File: src/rtl/core/hbc_pkg.sv
package hbc_pkg;

   // Fixed field widths of the pixel and result streams.
   localparam int unsigned CHAN_BITS      = 8;
   localparam int unsigned LIMIT_BITS     = 9;
   localparam int unsigned HUE_BITS       = 8;
   localparam int unsigned OUT_COUNT_BITS = 20;
   localparam int unsigned CODE_BITS      = 2;
   localparam int unsigned CSR_INDEX_BITS = 3;
   localparam int unsigned CSR_DATA_BITS  = 9;
   localparam int unsigned REQ_DATA_BITS  = 24;
   localparam int unsigned RSP_DATA_BITS  = 64;

   // Default tally width.
   localparam int unsigned COUNT_BITS_DEFAULT = 20;

   // Entries in the queue between the classifier and the tally engine.
   localparam int unsigned QUEUE_DEPTH = 2;

   // Register indexes on the csr port.
   localparam logic [CSR_INDEX_BITS-1:0] REG_BG_BLUE      = 3'd0;
   localparam logic [CSR_INDEX_BITS-1:0] REG_BG_GREEN     = 3'd1;
   localparam logic [CSR_INDEX_BITS-1:0] REG_BG_RED       = 3'd2;
   localparam logic [CSR_INDEX_BITS-1:0] REG_DIST_LIMIT   = 3'd3;
   localparam logic [CSR_INDEX_BITS-1:0] REG_GREEN_START  = 3'd4;
   localparam logic [CSR_INDEX_BITS-1:0] REG_PURPLE_START = 3'd5;
   localparam logic [CSR_INDEX_BITS-1:0] REG_PURPLE_END   = 3'd6;

   // Register reset values.
   localparam logic [LIMIT_BITS-1:0] DIST_LIMIT_RESET   = 9'd50;
   localparam logic [HUE_BITS-1:0]   GREEN_START_RESET  = 8'd30;
   localparam logic [HUE_BITS-1:0]   PURPLE_START_RESET = 8'd90;
   localparam logic [HUE_BITS-1:0]   PURPLE_END_RESET   = 8'd150;

   // Hue wraps at half a turn in 8-bit hue units.
   localparam logic [HUE_BITS-1:0] HUE_WRAP = 8'd180;

   // Winning color codes.
   localparam logic [CODE_BITS-1:0] COLOR_RED    = 2'd0;
   localparam logic [CODE_BITS-1:0] COLOR_GREEN  = 2'd1;
   localparam logic [CODE_BITS-1:0] COLOR_PURPLE = 2'd2;

   typedef enum logic [1:0] {
      BAND_NONE,
      BAND_RED,
      BAND_GREEN,
      BAND_PURPLE
   } band_type;

   typedef struct packed {
      band_type band;
      logic     last;
   } entry_type;

   typedef struct packed {
      logic [CHAN_BITS-1:0]  bg_blue;
      logic [CHAN_BITS-1:0]  bg_green;
      logic [CHAN_BITS-1:0]  bg_red;
      logic [LIMIT_BITS-1:0] dist_limit;
      logic [HUE_BITS-1:0]   green_start;
      logic [HUE_BITS-1:0]   purple_start;
      logic [HUE_BITS-1:0]   purple_end;
   } cfg_type;

endpackage

File: src/rtl/core/hue_band_color_classifier.sv
// Channel  Direction  Transfer when        Contents
// req      in         req_tvalid&tready    tdata blue/green/red, tuser mask, tlast
// rsp      out        rsp_tvalid&tready    tdata code/red/green/purple counts
// csr      in         csr_we               csr_index selects, csr_wdata value
//
// A pixel that reaches the hue divider runs the 8-step divider, one quotient bit per
// cycle for the hue; a masked-out, background or grey pixel skips the divider.
// The next pixel is taken only once the last one has gone to the queue.
// Reset is synchronous and active high; it clears the tallies, the queue, the
// result register and the configuration to its defaults.
// The two entry queue lets the classifier finish a pixel while a result waits;
// only a last pixel waits on a free result register.
module hue_band_color_classifier
   import hbc_pkg::*;
#(
   parameter int unsigned COUNT_BITS = COUNT_BITS_DEFAULT
) (
   input  logic                      clock,
   input  logic                      reset,
   input  logic                      req_tvalid,
   output logic                      req_tready,
   // pixel_blue [7:0], pixel_green [15:8], pixel_red [23:16]
   input  logic [REQ_DATA_BITS-1:0]  req_tdata,
   // in_mask [0]
   input  logic [0:0]                req_tuser,
   input  logic                      req_tlast,
   output logic                      rsp_tvalid,
   input  logic                      rsp_tready,
   // color_code [1:0], red_count [21:2], green_count [41:22],
   // purple_count [61:42], zero fill [63:62]
   output logic [RSP_DATA_BITS-1:0]  rsp_tdata,
   input  logic                      csr_we,
   input  logic [CSR_INDEX_BITS-1:0] csr_index,
   input  logic [CSR_DATA_BITS-1:0]  csr_wdata
);

   cfg_type                   cfg_ff, cfg_in;
   logic                      push_valid, queue_full, queue_empty, pop;
   entry_type                 push_entry, head;
   logic [CODE_BITS-1:0]      out_code;
   logic [OUT_COUNT_BITS-1:0] out_red, out_green, out_purple;

   // Configuration registers. Writes to an index past the list are dropped.
   always_comb begin
      cfg_in = cfg_ff;
      if (csr_we) begin
         unique case (csr_index)
            REG_BG_BLUE:      cfg_in.bg_blue      = csr_wdata[CHAN_BITS-1:0];
            REG_BG_GREEN:     cfg_in.bg_green     = csr_wdata[CHAN_BITS-1:0];
            REG_BG_RED:       cfg_in.bg_red       = csr_wdata[CHAN_BITS-1:0];
            REG_DIST_LIMIT:   cfg_in.dist_limit   = csr_wdata[LIMIT_BITS-1:0];
            REG_GREEN_START:  cfg_in.green_start  = csr_wdata[HUE_BITS-1:0];
            REG_PURPLE_START: cfg_in.purple_start = csr_wdata[HUE_BITS-1:0];
            REG_PURPLE_END:   cfg_in.purple_end   = csr_wdata[HUE_BITS-1:0];
            default: ;
         endcase
      end
   end

   always_ff @(posedge clock) begin
      if (reset) begin
         cfg_ff.bg_blue      <= '0;
         cfg_ff.bg_green     <= '0;
         cfg_ff.bg_red       <= '0;
         cfg_ff.dist_limit   <= DIST_LIMIT_RESET;
         cfg_ff.green_start  <= GREEN_START_RESET;
         cfg_ff.purple_start <= PURPLE_START_RESET;
         cfg_ff.purple_end   <= PURPLE_END_RESET;
      end else begin
         cfg_ff <= cfg_in;
      end
   end

   // Front: captures the pixel, runs the background test and the hue divider,
   // and hands a band decision to the queue.
   hbc_front u_front (
      .clock      (clock),
      .reset      (reset),
      .cfg        (cfg_ff),
      .pix_valid  (req_tvalid),
      .pix_ready  (req_tready),
      .pix_blue   (req_tdata[7:0]),
      .pix_green  (req_tdata[15:8]),
      .pix_red    (req_tdata[23:16]),
      .pix_mask   (req_tuser[0]),
      .pix_last   (req_tlast),
      .push_valid (push_valid),
      .push_entry (push_entry),
      .queue_full (queue_full)
   );

   hbc_queue u_queue (
      .clock      (clock),
      .reset      (reset),
      .push       (push_valid),
      .push_entry (push_entry),
      .full       (queue_full),
      .pop        (pop),
      .empty      (queue_empty),
      .head       (head)
   );

   // Back: updates the saturating tallies and, on the last pixel, loads the
   // result register with the winner and clears the tallies.
   hbc_back #(
      .COUNT_BITS (COUNT_BITS)
   ) u_back (
      .clock      (clock),
      .reset      (reset),
      .empty      (queue_empty),
      .head       (head),
      .pop        (pop),
      .out_valid  (rsp_tvalid),
      .out_ready  (rsp_tready),
      .out_code   (out_code),
      .out_red    (out_red),
      .out_green  (out_green),
      .out_purple (out_purple)
   );

   assign rsp_tdata = {2'b00, out_purple, out_green, out_red, out_code};

endmodule

File: src/rtl/core/hbc_front.sv
module hbc_front
   import hbc_pkg::*;
(
   input  logic                 clock,
   input  logic                 reset,
   input  cfg_type              cfg,
   input  logic                 pix_valid,
   output logic                 pix_ready,
   input  logic [CHAN_BITS-1:0] pix_blue,
   input  logic [CHAN_BITS-1:0] pix_green,
   input  logic [CHAN_BITS-1:0] pix_red,
   input  logic                 pix_mask,
   input  logic                 pix_last,
   output logic                 push_valid,
   output entry_type            push_entry,
   input  logic                 queue_full
);

   localparam int unsigned NUM_BITS = 11;
   localparam int unsigned SQ_BITS  = 2 * CHAN_BITS;
   localparam int unsigned D2_BITS  = 2 * LIMIT_BITS;
   localparam int unsigned DIV_BITS = 17;
   localparam int unsigned CNT_BITS = $clog2(HUE_BITS);

   typedef enum logic [2:0] {
      ST_IDLE,
      ST_CALC,
      ST_PREP,
      ST_DIV,
      ST_PUSH
   } state_type;

   state_type             state_ff, state_in;
   logic [CHAN_BITS-1:0]  b_ff, g_ff, r_ff, b_in, g_in, r_in;
   logic                  mask_ff, last_ff, mask_in, last_in;
   logic [SQ_BITS-1:0]    sqb_ff, sqg_ff, sqr_ff, sqb_in, sqg_in, sqr_in;
   logic [D2_BITS-1:0]    lim2_ff, lim2_in;
   logic [NUM_BITS-1:0]   num_ff, num_in;
   logic [CHAN_BITS-1:0]  d_ff, d_in;
   logic [DIV_BITS-1:0]   rem_ff, rem_in, dsh_ff, dsh_in;
   logic [HUE_BITS-1:0]   q_ff, q_in;
   logic [CNT_BITS-1:0]   cnt_ff, cnt_in;
   logic                  counted_ff, counted_in;

   logic [CHAN_BITS-1:0]  vmax, vmin, dif;
   logic [CHAN_BITS-1:0]  adb, adg, adr;
   logic [NUM_BITS-1:0]   nb, ng, nr, nd;
   logic [D2_BITS-1:0]    d2;
   logic [HUE_BITS-1:0]   hue;
   band_type              band;

   // Channel extremes and hue numerator, from the captured pixel.
   always_comb begin
      vmax = r_ff;
      vmin = r_ff;
      if (g_ff > vmax) vmax = g_ff;
      if (b_ff > vmax) vmax = b_ff;
      if (g_ff < vmin) vmin = g_ff;
      if (b_ff < vmin) vmin = b_ff;
      dif = vmax - vmin;
      nb  = NUM_BITS'(b_ff);
      ng  = NUM_BITS'(g_ff);
      nr  = NUM_BITS'(r_ff);
      nd  = NUM_BITS'(dif);
      // The sums below are taken modulo 2^11; each true value is in 0..1530.
      if (vmax == r_ff) begin
         if (g_ff >= b_ff) num_in = ng - nb;
         else              num_in = ng - nb + NUM_BITS'(nd * NUM_BITS'(6));
      end else if (vmax == g_ff) begin
         num_in = nb - nr + (nd << 1);
      end else begin
         num_in = nr - ng + (nd << 2);
      end
      d_in = dif;
      adb = (b_ff >= cfg.bg_blue)  ? b_ff - cfg.bg_blue  : cfg.bg_blue - b_ff;
      adg = (g_ff >= cfg.bg_green) ? g_ff - cfg.bg_green : cfg.bg_green - g_ff;
      adr = (r_ff >= cfg.bg_red)   ? r_ff - cfg.bg_red   : cfg.bg_red - r_ff;
      sqb_in  = SQ_BITS'(adb) * SQ_BITS'(adb);
      sqg_in  = SQ_BITS'(adg) * SQ_BITS'(adg);
      sqr_in  = SQ_BITS'(adr) * SQ_BITS'(adr);
      lim2_in = D2_BITS'(cfg.dist_limit) * D2_BITS'(cfg.dist_limit);
   end

   assign d2 = D2_BITS'(sqb_ff) + D2_BITS'(sqg_ff) + D2_BITS'(sqr_ff);

   // Hue and band from the finished quotient.
   always_comb begin
      hue = (q_ff >= HUE_WRAP) ? q_ff - HUE_WRAP : q_ff;
      if (!counted_ff || hue == '0)
         band = BAND_NONE;
      else if (hue < cfg.green_start || hue > cfg.purple_end)
         band = BAND_RED;
      else if (hue < cfg.purple_start)
         band = BAND_GREEN;
      else
         band = BAND_PURPLE;
   end

   always_comb begin
      state_in   = state_ff;
      b_in       = b_ff;
      g_in       = g_ff;
      r_in       = r_ff;
      mask_in    = mask_ff;
      last_in    = last_ff;
      rem_in     = rem_ff;
      dsh_in     = dsh_ff;
      q_in       = q_ff;
      cnt_in     = cnt_ff;
      counted_in = counted_ff;
      unique case (state_ff)
         ST_IDLE: begin
            if (pix_valid) begin
               b_in     = pix_blue;
               g_in     = pix_green;
               r_in     = pix_red;
               mask_in  = pix_mask;
               last_in  = pix_last;
               state_in = ST_CALC;
            end
         end
         ST_CALC: begin
            state_in = ST_PREP;
         end
         ST_PREP: begin
            counted_in = mask_ff && (d2 >= lim2_ff) && (d_ff != '0);
            rem_in     = DIV_BITS'(num_ff) * DIV_BITS'(60) + DIV_BITS'(d_ff);
            dsh_in     = DIV_BITS'(d_ff) << (HUE_BITS);
            q_in       = '0;
            cnt_in     = '0;
            state_in   = counted_in ? ST_DIV : ST_PUSH;
         end
         ST_DIV: begin
            // One quotient bit per cycle, most significant first.
            if (rem_ff >= dsh_ff) begin
               rem_in = rem_ff - dsh_ff;
               q_in   = {q_ff[HUE_BITS-2:0], 1'b1};
            end else begin
               q_in   = {q_ff[HUE_BITS-2:0], 1'b0};
            end
            dsh_in = dsh_ff >> 1;
            cnt_in = cnt_ff + 1'b1;
            if (cnt_ff == CNT_BITS'(HUE_BITS - 1))
               state_in = ST_PUSH;
         end
         ST_PUSH: begin
            if (!queue_full)
               state_in = ST_IDLE;
         end
         default: state_in = ST_IDLE;
      endcase
   end

   always_ff @(posedge clock) begin
      if (reset) begin
         state_ff <= ST_IDLE;
      end else begin
         state_ff <= state_in;
      end
      b_ff       <= b_in;
      g_ff       <= g_in;
      r_ff       <= r_in;
      mask_ff    <= mask_in;
      last_ff    <= last_in;
      sqb_ff     <= sqb_in;
      sqg_ff     <= sqg_in;
      sqr_ff     <= sqr_in;
      lim2_ff    <= lim2_in;
      num_ff     <= num_in;
      d_ff       <= d_in;
      rem_ff     <= rem_in;
      dsh_ff     <= dsh_in;
      q_ff       <= q_in;
      cnt_ff     <= cnt_in;
      counted_ff <= counted_in;
   end

   assign pix_ready       = (state_ff == ST_IDLE);
   assign push_valid      = (state_ff == ST_PUSH);
   assign push_entry.band = band;
   assign push_entry.last = last_ff;

endmodule

File: src/rtl/core/hbc_queue.sv
module hbc_queue
   import hbc_pkg::*;
(
   input  logic      clock,
   input  logic      reset,
   input  logic      push,
   input  entry_type push_entry,
   output logic      full,
   input  logic      pop,
   output logic      empty,
   output entry_type head
);

   localparam int unsigned PTR_BITS = $clog2(QUEUE_DEPTH);
   localparam int unsigned CNT_BITS = $clog2(QUEUE_DEPTH + 1);

   entry_type             slot_ff [QUEUE_DEPTH];
   logic [PTR_BITS-1:0]   wr_ff, wr_in, rd_ff, rd_in;
   logic [CNT_BITS-1:0]   fill_ff, fill_in;
   logic                  do_push, do_pop;

   assign full    = (fill_ff == CNT_BITS'(QUEUE_DEPTH));
   assign empty   = (fill_ff == '0);
   assign do_push = push && !full;
   assign do_pop  = pop && !empty;
   assign head    = slot_ff[rd_ff];

   always_comb begin
      wr_in   = wr_ff;
      rd_in   = rd_ff;
      fill_in = fill_ff;
      if (do_push)
         wr_in = (wr_ff == PTR_BITS'(QUEUE_DEPTH - 1)) ? '0 : wr_ff + 1'b1;
      if (do_pop)
         rd_in = (rd_ff == PTR_BITS'(QUEUE_DEPTH - 1)) ? '0 : rd_ff + 1'b1;
      if (do_push && !do_pop)
         fill_in = fill_ff + 1'b1;
      else if (do_pop && !do_push)
         fill_in = fill_ff - 1'b1;
   end

   always_ff @(posedge clock) begin
      if (reset) begin
         wr_ff   <= '0;
         rd_ff   <= '0;
         fill_ff <= '0;
      end else begin
         wr_ff   <= wr_in;
         rd_ff   <= rd_in;
         fill_ff <= fill_in;
      end
      if (do_push)
         slot_ff[wr_ff] <= push_entry;
   end

endmodule

File: src/rtl/core/hbc_back.sv
module hbc_back
   import hbc_pkg::*;
#(
   parameter int unsigned COUNT_BITS = COUNT_BITS_DEFAULT
) (
   input  logic                      clock,
   input  logic                      reset,
   input  logic                      empty,
   input  entry_type                 head,
   output logic                      pop,
   output logic                      out_valid,
   input  logic                      out_ready,
   output logic [CODE_BITS-1:0]      out_code,
   output logic [OUT_COUNT_BITS-1:0] out_red,
   output logic [OUT_COUNT_BITS-1:0] out_green,
   output logic [OUT_COUNT_BITS-1:0] out_purple
);

   localparam logic [COUNT_BITS-1:0] TALLY_MAX = '1;

   logic [COUNT_BITS-1:0]     red_ff, green_ff, purple_ff;
   logic [COUNT_BITS-1:0]     red_in, green_in, purple_in;
   logic [COUNT_BITS-1:0]     red_nx, green_nx, purple_nx;
   logic                      valid_ff, valid_in;
   logic [CODE_BITS-1:0]      code_ff, code_in, winner;
   logic [OUT_COUNT_BITS-1:0] ored_ff, ogreen_ff, opurple_ff;
   logic [OUT_COUNT_BITS-1:0] ored_in, ogreen_in, opurple_in;

   // A last entry needs a free result register; others always drain.
   assign pop = !empty && (!head.last || !valid_ff || out_ready);

   always_comb begin
      red_nx    = red_ff;
      green_nx  = green_ff;
      purple_nx = purple_ff;
      case (head.band)
         BAND_RED:    if (red_ff != TALLY_MAX)    red_nx    = red_ff + 1'b1;
         BAND_GREEN:  if (green_ff != TALLY_MAX)  green_nx  = green_ff + 1'b1;
         BAND_PURPLE: if (purple_ff != TALLY_MAX) purple_nx = purple_ff + 1'b1;
         default: ;
      endcase
      if (red_nx > green_nx)
         winner = (red_nx > purple_nx) ? COLOR_RED : COLOR_PURPLE;
      else
         winner = (green_nx > purple_nx) ? COLOR_GREEN : COLOR_PURPLE;
   end

   always_comb begin
      red_in     = red_ff;
      green_in   = green_ff;
      purple_in  = purple_ff;
      valid_in   = valid_ff && !out_ready;
      code_in    = code_ff;
      ored_in    = ored_ff;
      ogreen_in  = ogreen_ff;
      opurple_in = opurple_ff;
      if (pop) begin
         if (head.last) begin
            valid_in   = 1'b1;
            code_in    = winner;
            ored_in    = OUT_COUNT_BITS'(red_nx);
            ogreen_in  = OUT_COUNT_BITS'(green_nx);
            opurple_in = OUT_COUNT_BITS'(purple_nx);
            red_in     = '0;
            green_in   = '0;
            purple_in  = '0;
         end else begin
            red_in    = red_nx;
            green_in  = green_nx;
            purple_in = purple_nx;
         end
      end
   end

   always_ff @(posedge clock) begin
      if (reset) begin
         red_ff    <= '0;
         green_ff  <= '0;
         purple_ff <= '0;
         valid_ff  <= 1'b0;
      end else begin
         red_ff    <= red_in;
         green_ff  <= green_in;
         purple_ff <= purple_in;
         valid_ff  <= valid_in;
      end
      code_ff    <= code_in;
      ored_ff    <= ored_in;
      ogreen_ff  <= ogreen_in;
      opurple_ff <= opurple_in;
   end

   assign out_valid  = valid_ff;
   assign out_code   = code_ff;
   assign out_red    = ored_ff;
   assign out_green  = ogreen_ff;
   assign out_purple = opurple_ff;

endmodule

File: config.mk
export PLATFORM = sky130hd
export DESIGN_NAME = hue_band_color_classifier
export DESIGN_NICKNAME = d
export VERILOG_FILES = /design/src/rtl/core/hbc_pkg.sv /design/src/rtl/core/hue_band_color_classifier.sv /design/src/rtl/core/hbc_front.sv /design/src/rtl/core/hbc_queue.sv /design/src/rtl/core/hbc_back.sv
export SDC_FILE = /design/constraint.sdc
export NUM_CORES = 1
export LEC_CHECK = 0
export BUFFER_PORTS_ARGS = -buffer_cell sky130_fd_sc_hd__buf_2
export CAP_MARGIN = 15
export CORE_MARGIN = 1
export CORE_UTILIZATION = 49
export DETAILED_ROUTE_END_ITERATION = 8
export MAX_ROUTING_LAYER = met4
export PLACE_DENSITY_LB_ADDON = 0.12
export SLEW_MARGIN = 10
export SYNTH_ARGS = -nofsm -noshare
export SYNTH_HDL_FRONTEND = slang
export SYNTH_SLANG_ARGS = --single-unit
File: constraint.sdc
create_clock -name clock -period 25.8 [get_ports clock]
set_input_delay 1.29 -clock clock [delete_from_list [all_inputs] [get_ports clock]]
set_output_delay 1.29 -clock clock [all_outputs]
set_load 0.02 [all_outputs]
==> results.py <==
metrics = {
    "floorplanning": {
        "die-width_um": 249,
        "design.die.area_um2": 61800,
        "die_h_um": 249,
        "fp-row-count": 90,
        "io_pins": 109,
        "initial_core_util_pct": 49.5,
        "design.core.area_um2": 60200,
    },
    "global_route": {
        "antenna_found_initial": 1,
        "grt.busiest_layer": "met2",
        "wire_length_of_the_first_global_routing_pass_um": 123000,
        "largest_net_degree_at_the_start_of_global_routing": 92,
        "groute.usage.overall_pct": 25.6,
        "grt_util_met2_pct": 42.8,
        "gr-usage-met3_pct": 2.88,
        "grt-ovfl-total": 0,
        "grt_use_met1_pct": 33.3,
        "grt_pass1_vias": 23218,
    },
    "routing": {
        "detailroute.via_count": 23263,
        "detail-route-antenna-nets": 0,
        "finalWirelength_um": 76400,
        "post_drt_wl_per_cell_um": 18.0,
        "drtPass1Iterations": 5,
        "route.detailed.vias_per_inst": 5.47,
        "drt-initial-drc-count": 1171,
        "drcViolationCount": 0,
    },
    "finish": {
        "final_cell_count_no_fill": 4252,
        "layout-drive-gt1-share_pct": 6.89,
        "syn2layout_area_growth_pct": 9.59,
        "layout.cells.most_common_list": "inv_1, ha_1, nor2_1",
        "final_nets": 4041,
        "final_common_cell": "inv_1",
    },
    "min_path": {
        "timing.hold.worst_path_depth": 2,
        "timing.hold.worst.start": "cfg_ff[8]$_SDFFE_PP0P_",
        "min_path_type": "flop to flop",
        "end_point_of_the_most_critical_hold_path": "cfg_ff[8]$_SDFFE_PP0P_",
    },
    "synth": {
        "syn_inst": 3337,
        "yosys.cell_types.count": 85,
        "synth-seq-area-share_pct": 27.9,
        "ranking_of_synthesized_cells_by_area": "ha_1, edfxtp_1, dfxtp_1",
        "yosys_most_used_dff": "dfxtp_1",
        "netlist.top_cell.by_area": "ha_1",
        "ys_ff_latch": 346,
        "async_set_or_reset_register_ratio_after_synthesis_pct": 0,
        "number_of_enable_flip_flop_cells_after_synthesis": 139,
        "syn-cell-area_um2": 29800,
        "post_synth.cell_area_avg_um2": 8.93,
        "area_share_of_the_leading_cell_type_in_the_synthesized_netlist_pct": 17.5,
        "yosys_warnings": 0,
    },
    "cts": {
        "clkLatencyLatePin_ns": 0.59,
        "worst_setup_hold_path_clk_slew_ns": 0.06,
        "clock-sinks": 346,
        "cts_tree": "done",
        "clock_buffer_count_from_cts": 42,
        "postCtsSetupRepairBufs": 0,
        "post_cts_resized": 0,
        "clock_tree.buffer_depth": 3,
        "cts.htree.levels": 2,
        "holdBufCountCts": 0,
        "cts.root.buffer_cell": "clkbuf_16",
    },
    "place": {
        "global_placer_s_final_weighted_congestion": 0.909,
        "place.detailed.instances": 4175,
        "detailed_place_hpwl_um": 60900,
        "portBuffers": 106,
    },
    "timing": {
        "setup_viol_count_final": 0,
        "worst_slew_margin_relative_to_its_limit_pct": 25.5,
        "post_route_setup_tns_ns": 0,
        "timing_max_transition_violations_final": 0,
        "report.final.hold_viol_count": 0,
        "tightest_slew_ns": 1.09,
        "unrepaired_setup_endpoints_after_global_routing": "false",
        "fmax_mhz": 98.6,
        "final_critical_path_time_including_i_o_delays_and_setup_ns": 10.14,
        "clock_skew_ns": 0.0298,
        "post-route-period-util_pct": 39.3,
    },
    "setup_path": {
        "max_stage_delay_ns": 0.65,
        "cp.arrival_ns": 10.62,
        "critical_path.n_buffers_inverters": 3,
        "cp_top_family": "compound AO/OA/AOI/OAI gates",
        "rr_startpoint": "u_front.g_ff[1]$_DFFE_PP_",
        "worstPathMaxFanout": 21,
        "timing.critical_path.to_type": "flop",
        "ff2ff_path_depth": 37,
        "setup.worst_path.start_class": "flop",
        "crit_slowest_cell": "mux2i_1",
        "setup.worst_path.class": "flop to flop",
        "required_time_of_the_critical_path_ns": 26.28,
        "worst_path_most_repeated_cell": "ha_1",
        "critical_path.reg2reg.endpoint": "u_front.num_ff[10]$_DFF_P_",
        "r2r_slack_ns": 15.66,
    },
    "status": {
        "result_of_the_run": "completed",
    },
    "flow_run": {
        "drv_cap": 0,
    },
}
==> registers in the layout, indices dropped and copies added, names as in the netlist, 16 cells and up, named ones only <==
register,cells
u_back.red_ff,20
u_back.out_purple,20
u_back.purple_ff,20
u_front.lim2_ff,17
u_back.out_red,20
u_front.dsh_ff,16
u_back.out_green,20
cfg_ff,57
u_front.rem_ff,17
u_back.green_ff,20
==> synth_stat cells, drive strengths merged (9+ instances only) <==
cell type	instances
a211o	9
a211oi	18
a21boi	11
a21o	63
a21oi	252
a22oi	50
a31oi	15
and2	49
and3	33
buf	9
clkbuf	61
dfxtp	207
edfxtp	139
fa	145
ha	416
inv	431
mux2i	41
nand2	268
nand2b	43
nand3	45
nand3b	12
nand4	34
nor2	304
nor2b	46
nor3	49
nor4	10
o21a	21
o21ai	135
o21bai	50
o31ai	15
or2	17
or3	10
xnor2	180
xor2	71
==> area by class of cell <==
class | instances | area [µm²]
fill | 5530 | 27600
timing repair buffer | 123 | 661
tap | 782 | 978
inverter | 431 | 1620
antenna | 2 | 5.00
multi-input combinational | 2493 | 19600
sequential | 346 | 8320
clock buffer | 57 | 1210
clock inverter | 18 | 239
==> worst max-delay path by stage <==
stage | to | cells after the start | from | slack [ns]
after global routing | u_front.num_ff[10]$_DFF_P_ | 37 | u_front.g_ff[1]$_DFFE_PP_ | 14.95
final | u_front.num_ff[10]$_DFF_P_ | 37 | u_front.g_ff[1]$_DFFE_PP_ | 15.66
after CTS | u_front.num_ff[10]$_DFF_P_ | 37 | u_front.g_ff[1]$_DFFE_PP_ | 15.76
after detailed placement | u_front.num_ff[10]$_DFF_P_ | 37 | u_front.g_ff[1]$_DFFE_PP_ | 15.75
after floorplan | u_front.num_ff[10]$_DFF_P_ | 40 | u_front.g_ff[6]$_DFFE_PP_ | 17.24
after global placement | u_front.num_ff[10]$_DFF_P_ | 37 | u_front.g_ff[1]$_DFFE_PP_ | 16.02
==> metal layers <==
| layer | vias to the layer above | routed length, µm |
|---|---|---|
| met5 | - | 0 |
| li1 | 11548 | - |
| met1 | 11208 | 35700 |
| met3 | 110 | 2630 |
| met4 | 0 | 1450 |
| met2 | 397 | 36600 |
==> kinds of logic after synthesis <==
family	Yosys count	synth area share [%]
flops	346	27.9
xor+xnor	251	7.45
compound gates	684	14.4
fa+ha+maj	561	27.2
buf+inv	501	6.35
mux	48	1.64
simple gates	945	15.0
other cells	1	0.0126
==> worst reg2reg max path, delay by kind of cell (launching register included) <==
family	cells	cell delay (ns)
AO/OA/AOI/OAI	14	3.35
XOR/XNOR	2	0.54
adder cells (fa/ha/maj)	6	1.99
buffers and inverters	3	0.49
flip-flops	1	0.64
multiplexers	2	0.84
AND/OR/NAND/NOR	10	2.21
==> per-stage QoR <==
step           hold WS, ns  cell area, µm²  setup slack [ns]  util (%)
2_1_floorplan        0.413           29800             17.24         -
3_3_place_gp         0.447           31200             16.02      51.8
3_5_place_dp         0.448           31200             15.75      51.8
4_1_cts              0.456           32600             15.76      54.2
5_1_grt              0.488           32600             14.95      54.2
6_report             0.457           32700             15.66      54.2
Power is not shown: default switching activity piles up to over one toggle a cycle in this logic, so the estimate is an artifact.
